### config.mk
export PLATFORM = sky130hd
export DESIGN_NAME = vrt_ctrl
export DESIGN_NICKNAME = d
export VERILOG_FILES = /design/src/rtl/core/vrt_pkg.sv /design/src/rtl/core/vrt_ctrl.sv
export SDC_FILE = /design/constraint.sdc
export NUM_CORES = 1
export LEC_CHECK = 0
export ABC_AREA = 1
export BUFFER_PORTS_ARGS = -buffer_cell sky130_fd_sc_hd__buf_4
export CAP_MARGIN = 30
export CORE_MARGIN = 5
export CORE_UTILIZATION = 40
export DETAILED_ROUTE_END_ITERATION = 8
export GPL_TIMING_DRIVEN = 1
export SETUP_SLACK_MARGIN = 0.02
export SLEW_MARGIN = 30
export SYNTH_ARGS = -nofsm -noshare
export SYNTH_HDL_FRONTEND = slang
export SYNTH_SLANG_ARGS = --single-unit
### constraint.sdc
create_clock -name clk_i -period 1.86 [get_ports clk_i]
set_clock_uncertainty 0.2 [all_clocks]
set_input_delay 0.279 -clock clk_i [delete_from_list [all_inputs] [get_ports clk_i]]
set_output_delay 0.279 -clock clk_i [all_outputs]
set_load 0.03 [all_outputs]
### src/rtl/core/vrt_pkg.sv
// ----------------------------------------------------------------------------
// vrt_pkg: shared definitions for the voxel ray caster
// Field widths, fixed-point constants, word layouts and the command/status
// structs between the controller and the datapath.
// ----------------------------------------------------------------------------
package vrt_pkg;

  // default grid side
  localparam int GRID_SIDE_DEF = 32;

  // fixed point
  localparam int FRAC     = 16;
  localparam int ONE_Q    = 1 << FRAC;
  localparam int EPS      = (ONE_Q + 5000) / 10000;

  // field widths
  localparam int IDX_W    = 15;
  localparam int START_W  = 21;
  localparam int DIR_W    = 18;
  localparam int MAG_W    = 18;
  localparam int LEN_W    = 23;
  localparam int PT_W     = 24;
  localparam int OCELL_W  = 8;
  localparam int CELL_W   = 10;

  // internal widths
  localparam int SUM_W    = 36;
  localparam int RAD_W    = 60;
  localparam int ROOT_W   = 30;
  localparam int REM_W    = 32;
  localparam int SIDE_W   = 39;
  localparam int QUOT_W   = 35;
  localparam int ACC_W    = 42;
  localparam int PSUM_W   = 26;

  // iterative step counts
  localparam int SQRT_STEPS = ROOT_W;
  localparam int DDIV_STEPS = QUOT_W;
  localparam int ODIV_STEPS = PT_W;

  localparam logic [SIDE_W-1:0] SAT         = SIDE_W'(1) << 38;
  localparam logic [LEN_W-1:0]  MAX_LEN_RST = LEN_W'(524288);
  localparam logic [LEN_W-1:0]  LEN_CLAMP   = {LEN_W{1'b1}};

  // command codes carried in tuser
  localparam logic CMD_WRITE = 1'b0;
  localparam logic CMD_CAST  = 1'b1;

  // stream word widths
  localparam int IN_W  = 136;
  localparam int OUT_W = 168;

  // commands from controller to datapath
  typedef struct packed {
    logic       cast_load;
    logic       vox_write;
    logic       sq_step;
    logic       sqrt_init;
    logic       sqrt_step;
    logic       div_init;
    logic       div_off;
    logic       div_step;
    logic       delta_store;
    logic       off_store;
    logic       side_lo;
    logic       side_hi;
    logic       walk_rd;
    logic       walk_step;
    logic       hit_set;
    logic       out_load;
    logic [1:0] axis;
  } dp_cmd_t;

  // status from datapath to controller
  typedef struct packed {
    logic mem_busy;
    logic dir_zero;
    logic len_done;
    logic solid;
  } dp_status_t;

endpackage

### src/rtl/core/vrt_ctrl.sv
// ----------------------------------------------------------------------------
// vrt_ctrl: sequencer of the ray caster
// Steps the datapath through set-up, DDA walk and point computation and
// owns both stream handshakes.
// ----------------------------------------------------------------------------
module vrt_ctrl (
  input  logic                clk_i,
  input  logic                rst_ni,
  input  logic                s_tvalid_i,
  input  logic                s_tuser_i,
  output logic                s_tready_o,
  output logic                m_tvalid_o,
  input  logic                m_tready_i,
  input  vrt_pkg::dp_status_t status_i,
  output vrt_pkg::dp_cmd_t    cmd_o
);

  localparam logic [3:0] S_CLEAR  = 4'd0;
  localparam logic [3:0] S_IDLE   = 4'd1;
  localparam logic [3:0] S_SQ     = 4'd2;
  localparam logic [3:0] S_SQI    = 4'd3;
  localparam logic [3:0] S_SQRT   = 4'd4;
  localparam logic [3:0] S_DINIT  = 4'd5;
  localparam logic [3:0] S_DDIV   = 4'd6;
  localparam logic [3:0] S_DSTORE = 4'd7;
  localparam logic [3:0] S_SLO    = 4'd8;
  localparam logic [3:0] S_SHI    = 4'd9;
  localparam logic [3:0] S_WRD    = 4'd10;
  localparam logic [3:0] S_WCHK   = 4'd11;
  localparam logic [3:0] S_OINIT  = 4'd12;
  localparam logic [3:0] S_ODIV   = 4'd13;
  localparam logic [3:0] S_OSTORE = 4'd14;
  localparam logic [3:0] S_OUT    = 4'd15;

  localparam logic [5:0] SQRT_LAST = 6'(vrt_pkg::SQRT_STEPS - 1);
  localparam logic [5:0] DDIV_LAST = 6'(vrt_pkg::DDIV_STEPS - 1);
  localparam logic [5:0] ODIV_LAST = 6'(vrt_pkg::ODIV_STEPS - 1);
  localparam logic [1:0] AX_LAST   = 2'd2;

  logic [3:0] state_q, state_d;
  logic [5:0] cnt_q, cnt_d;
  logic [1:0] ax_q, ax_d;
  logic       mval_q, mval_d;

  // next state and commands
  always_comb begin
    state_d    = state_q;
    cnt_d      = cnt_q;
    ax_d       = ax_q;
    cmd_o      = '0;
    cmd_o.axis = ax_q;
    s_tready_o = 1'b0;
    case (state_q)
      S_CLEAR: begin
        if (!status_i.mem_busy) state_d = S_IDLE;
      end
      S_IDLE: begin
        s_tready_o = 1'b1;
        if (s_tvalid_i) begin
          if (s_tuser_i == vrt_pkg::CMD_CAST) begin
            cmd_o.cast_load = 1'b1;
            ax_d            = '0;
            state_d         = S_SQ;
          end else begin
            cmd_o.vox_write = 1'b1;
          end
        end
      end
      S_SQ: begin
        cmd_o.sq_step = 1'b1;
        if (ax_q == AX_LAST) begin
          state_d = S_SQI;
        end else begin
          ax_d = ax_q + 2'd1;
        end
      end
      S_SQI: begin
        cmd_o.sqrt_init = 1'b1;
        cnt_d           = '0;
        state_d         = S_SQRT;
      end
      S_SQRT: begin
        cmd_o.sqrt_step = 1'b1;
        cnt_d           = cnt_q + 6'd1;
        if (cnt_q == SQRT_LAST) begin
          ax_d    = '0;
          state_d = S_DINIT;
        end
      end
      S_DINIT: begin
        cmd_o.div_init = 1'b1;
        cnt_d          = '0;
        state_d        = S_DDIV;
      end
      S_DDIV: begin
        cmd_o.div_step = 1'b1;
        cnt_d          = cnt_q + 6'd1;
        if (cnt_q == DDIV_LAST) state_d = S_DSTORE;
      end
      S_DSTORE: begin
        cmd_o.delta_store = 1'b1;
        if (ax_q == AX_LAST) begin
          ax_d    = '0;
          state_d = S_SLO;
        end else begin
          ax_d    = ax_q + 2'd1;
          state_d = S_DINIT;
        end
      end
      S_SLO: begin
        cmd_o.side_lo = 1'b1;
        state_d       = S_SHI;
      end
      S_SHI: begin
        cmd_o.side_hi = 1'b1;
        if (ax_q == AX_LAST) begin
          ax_d    = '0;
          state_d = S_WRD;
        end else begin
          ax_d    = ax_q + 2'd1;
          state_d = S_SLO;
        end
      end
      S_WRD: begin
        if (status_i.len_done) begin
          ax_d    = '0;
          state_d = S_OINIT;
        end else begin
          cmd_o.walk_rd = 1'b1;
          state_d       = S_WCHK;
        end
      end
      S_WCHK: begin
        if (status_i.solid) begin
          cmd_o.hit_set = 1'b1;
          ax_d          = '0;
          state_d       = S_OINIT;
        end else if (status_i.dir_zero) begin
          ax_d    = '0;
          state_d = S_OINIT;
        end else begin
          cmd_o.walk_step = 1'b1;
          state_d         = S_WRD;
        end
      end
      S_OINIT: begin
        cmd_o.div_init = 1'b1;
        cmd_o.div_off  = 1'b1;
        cnt_d          = '0;
        state_d        = S_ODIV;
      end
      S_ODIV: begin
        cmd_o.div_step = 1'b1;
        cnt_d          = cnt_q + 6'd1;
        if (cnt_q == ODIV_LAST) state_d = S_OSTORE;
      end
      S_OSTORE: begin
        cmd_o.off_store = 1'b1;
        if (ax_q == AX_LAST) begin
          state_d = S_OUT;
        end else begin
          ax_d    = ax_q + 2'd1;
          state_d = S_OINIT;
        end
      end
      S_OUT: begin
        // wait for the output register to be free
        if (!mval_q || m_tready_i) begin
          cmd_o.out_load = 1'b1;
          state_d        = S_IDLE;
        end
      end
      default: begin
        state_d = S_IDLE;
      end
    endcase
  end

  // output word valid
  always_comb begin
    mval_d = mval_q;
    if (cmd_o.out_load) begin
      mval_d = 1'b1;
    end else if (m_tready_i) begin
      mval_d = 1'b0;
    end
  end

  always_ff @(posedge clk_i or negedge rst_ni) begin
    if (!rst_ni) begin
      state_q <= S_CLEAR;
      cnt_q   <= '0;
      ax_q    <= '0;
      mval_q  <= 1'b0;
    end else begin
      state_q <= state_d;
      cnt_q   <= cnt_d;
      ax_q    <= ax_d;
      mval_q  <= mval_d;
    end
  end

  assign m_tvalid_o = mval_q;

endmodule

Word level (Yosys, flattened, before mapping):

Index checks and enable logic that the tools add are counted.

* register bits: 13
* input port bits: 9

* add/sub/neg operators: 2
* equality and inequality tests: 30
* muxes and demuxes: 50
* reductions and logical operators: 14

Operators by type and width (number)
* $pmux W4 S16: 1
* $mux W4: 10
* $eq A4 B4 Y1 const B: 8
* $mux W2: 13
* $mux W1: 22
* $ne A2 B2 Y1 const B: 10
* $eq A4 B3 Y1 const B: 4
* $eq A6 B5 Y1 const B: 2
* $pmux W2 S6: 1
* $pmux W6 S2: 1
* $eq A4 B2 Y1 const B: 2
* $reduce_and A8 Y1: 1
* $reduce_or A2 Y1: 4
* $reduce_and A7 Y1: 1
* $add A6 B1 Y6 const B: 1
* $eq A6 B6 Y1 const B: 1
* $mux W3: 2
* $reduce_bool A6 Y1: 1
* $reduce_or A3 Y1: 2
* $eq A4 B1 Y1 const B: 1
* $logic_not A4 Y1: 1
* $reduce_bool A2 Y1: 2
* $ne A3 B3 Y1 const B: 1
* $add A2 B1 Y2 const B: 1
* 3 further kinds: 3

Longest topological paths before layout:

* depth after elaboration: 5
* mapped depth: 10
* depth with buffers taken out: 10

Worst setup path before layout:

No wires, ideal clock.

* kind: reg-to-reg
* from: reg state_q[1]
* to: reg cnt_q[4]
* setup slack: -0.190 ns
* required time: 1.531 ns
* clock period less this slack: 2.050 ns
* setup time: 0.129 ns
* arrival: 1.721 ns
* cell stages (with the launch flop): 7
* path through: dfrtp_1 inv_1 nand2_1 o21ai_0 nor2_1 nand2_1 o21ai_0

* longest elaborated chain between the ends: 3

RTL lines
* from (decl): RTL line vrt_ctrl.sv:40 `logic [3:0] state_q, state_d;`
* from (signal assigned): RTL line vrt_ctrl.sv:196 `state_q <= state_d;`
* $eq A4 B4 Y1, or another cell as far along: RTL line vrt_ctrl.sv:53 `case (state_q)`
* $reduce_or A3 Y1 (no line)
* $pmux W6 S2 / $reduce_bool A2 Y1 (equally long branches)
* to (signal assigned): RTL line vrt_ctrl.sv:197 `cnt_q <= cnt_d;`
* to (decl): RTL line vrt_ctrl.sv:41 `logic [5:0] cnt_q, cnt_d;`

Several ways; a longest one is shown, not always the timed one.
A chain may end at the register's enable or synchronous reset.

==> impl_metrics.json <==
{
  "outcome": "complete, but fails checks",
  "violations": "negative setup slack",
  "synthTopCellsByCount": "nand2_1 (64), nor2_1 (37), inv_1 (30)",
  "syn-num-nets": 207,
  "finalHoldViolCount": 0,
  "crit_required_ns": 1.38,
  "ys_seq_elements": 13,
  "htree_levels": 1,
  "clkPwrFrac_pct": 6.9,
  "timing.final.crit_share_pct": 100,
  "die_width_um": 63.2,
  "power.total_mw": 2.59,
  "grt_usage_pct": 17.6,
  "comb_power_share_pct": 73.2,
  "grt_antenna_before_repair": 0,
  "cp-end-kind": "primary output",
  "synthArstFlopShare_pct": 100,
  "drive_gt1_share_pct": 38.4,
  "rsz0062_at_grt": "yes",
  "firstDrtPassIters": 4,
  "synth.top_cell.area_share_pct": 28.8,
  "slowest_delay_ns": 0.47,
  "multi_input_area_sq_um": 823,
  "sw_frac_of_total_pct": 54.2,
  "cts.root.buffer_cell": "clkbuf_4",
  "routabilityCongestion": 0.878,
  "synthCells": 192,
  "diodes": 0,
  "wl_per_cell_um": 13.1,
  "drtIter0Drc": 63,
  "path_class": "reg2out",
  "grt-ovfl-total": 0,
  "worstPathArrival_ns": 1.38,
  "row_count": 19,
  "critPathTopFamily": "flip-flops",
  "drv_cap": 0,
  "core_area_sq_um": 2730,
  "setup_viol": 1,
  "net-switching-power_mw": 1.40,
  "synth_area_per_cell_sq_um": 5.89,
  "peakVddDrop_v": 0.000897,
  "start_util_pct": 41.4,
  "p_int_mw": 1.19,
  "dp_hpwl_mm": 2.66,
  "worst_slew_pin_slew_ns": 0.266,
  "slowest_stage": "dfrtp_2",
  "yosys_warnings": 0,
  "drv_slew": 0,
  "area_growth_pct": 54.9,
  "synth-main-ff-cell": "dfrtp_1",
  "synth_edf_count": 0,
  "period_minus_slack_ns": 1.86,
  "path_max_fanout": 5,
  "fillers": 257,
  "startpoint_type": "flip-flop",
  "power_density_nw_per_um2": 1480,
  "clk_latency_ns": 0.28,
  "synth_area_sq_um": 1130,
  "clk_pin_slew_ns": 0.09,
  "grt_pass1_wl_mm": 5.80,
  "grt_start_max_net_pins": 14,
  "ff_latch_area_sq_um": 330,
  "rr_worst_depth": 11,
  "clock_path_buffers": 2,
  "r2r_slack_ns": 0.06,
  "clock.fmax_mhz": 537,
  "drt-total-wl_mm": 3.57,
  "synth_cell_type_count": 19,
  "setup_slack_ns": -0.00235,
  "seq_area_frac_synth_pct": 28.8,
  "fin_setup_tns_ns": -0.00235,
  "hold_ws_ns": 0.169,
  "synth_top_area_cell": "dfrtp_1",
  "clock_sinks": 13,
  "fin_nets": 258,
  "grt_pass1_vias": 1302,
  "yosys-top-cells-area": "dfrtp_1 (29%), nand2_1 (21%), nor2_1 (12%), inv_1 (10%), ha_1 (6.6%)",
  "final_core_utilization_pct": 64.1,
  "cts_buffers": 3,
  "worstPathBufferInverterCount": 2,
  "vias_per_cell": 5.11,
  "cts_tree": "built",
  "ios": 29,
  "power.leakage_nw": 0.959,
  "crit_chain": "nor2_4 > nand2_2 > inv_2 > nand2_2 > nor2_4 > buf_6",
  "drc": 0,
  "vias": 1395,
  "die_h_um": 63.2,
  "ant_nets": 0,
  "synth.most_common_cell": "nand2_1",
  "worstReg2RegEnd": "state_q[0]$_DFFE_PN0P_",
  "dieArea_sq_um": 3990,
  "io_buffers": 28,
  "relSlewSlack_pct": 82.2,
  "min_path_type": "in2async",
  "p_seq_share_pct": 20.0,
  "r2r_start": "state_q[1]$_DFFE_PN0P_"
}
## worst reg2reg max path: cells and delay by family (launching register included)
family        cells  cell delay, ns
simple gates      8            0.68
buf+inv           3            0.35
flops             1            0.48
## sequential cells by signal, indices dropped and copies added (netlist names)
signal and flops:
state_q 4, m_tvalid_o 1, cnt_q 6, ax_q 2
## metal layers
layer	up-vias	GRT usage, %	share of wire, %
met5	-	0	0
met2	45	28.6	47
met4	0	4.42	1.1
met1	648	22.6	45
met3	6	5.68	6.5
li1	696	-	-
## cells in the final DEF, fill, tap and decap left out
master,count
nor3_1,1
nand2_1,53
o21ai_2,3
inv_4,2
clkbuf_4,3
nand3_1,14
nand2_4,4
a21boi_1,1
nor2_2,8
nor2_1,22
buf_12,1
dfrtp_2,4
o221ai_1,1
dlygate4sd3_1,2
and3_1,1
dfrtp_1,9
ha_1,6
nand2_2,7
buf_6,12
o22ai_1,2
nand3_2,1
inv_1,21
clkbuf_1,1
a21oi_1,2
buf_4,32
inv_2,7
o21ai_1,3
o21ai_0,8
nand4_1,1
xor2_1,1
nor2_4,9
## kinds of logic after synthesis
family | share of synthesized area (%)
DFF | 28.8
adders and majority gates | 6.64
buffers and inverters | 10.6
xor gates and xnor gates | 0.774
and+or+nand+nor | 43.3
AOI/OAI and AO/OA | 9.96
## metrics by stage
step	cells	worst slack (ns)	instance area [sq um]
4_1_cts	268	-0.0110	1590
6_report	273	-0.00235	1750
3_3_place_gp	254	0.0506	1420
2_1_floorplan	192	0.0313	1140
3_5_place_dp	254	0.0988	1420
5_1_grt	273	-0.0798	1750
## power groups by stage
stage               Sequential [mW]  Clock, mW  Combinational (mW)
floorplan                     0.477          0                1.01
global placement              0.481          0                1.46
detailed placement            0.482          0                1.46
CTS                           0.502      0.184                1.62
global route                  0.533      0.210                2.07
finish                        0.517      0.178                1.89
## what timing repair did
action,CTS,global route
pin swaps,4,9
hold buffers,2,0
gates resized for setup,31,37
setup buffers,8,5
setup endpoints to repair,14,22
hold endpoints to repair,14,0
## worst max path at each step
stage	depth (start not counted)	end	slack (ns)	from
finish	6	cmd_o[16]	-0.002	state_q[2]$_DFFE_PN0P_
global route	4	cmd_o[13]	-0.08	state_q[3]$_DFFE_PN0P_
CTS	6	cmd_o[10]	-0.01	state_q[1]$_DFFE_PN0P_
detailed placement	7	cmd_o[16]	0.1	state_q[0]$_DFFE_PN0P_
global placement	7	cmd_o[16]	0.05	state_q[0]$_DFFE_PN0P_
floorplan	9	ax_q[0]$_DFFE_PN0P_	0.03	state_q[3]$_DFFE_PN0P_
## layout make-up
cell class	instances	share of cell area [%]
Sequential cell	13	18.9
Timing Repair Buffer	47	23.7
Tap cell	31	2.21
Inverter	30	6.71
Multi-Input combinational cell	148	47.0
Clock buffer	4	1.50
Note: power is estimated with default switching activity, not from simulation.
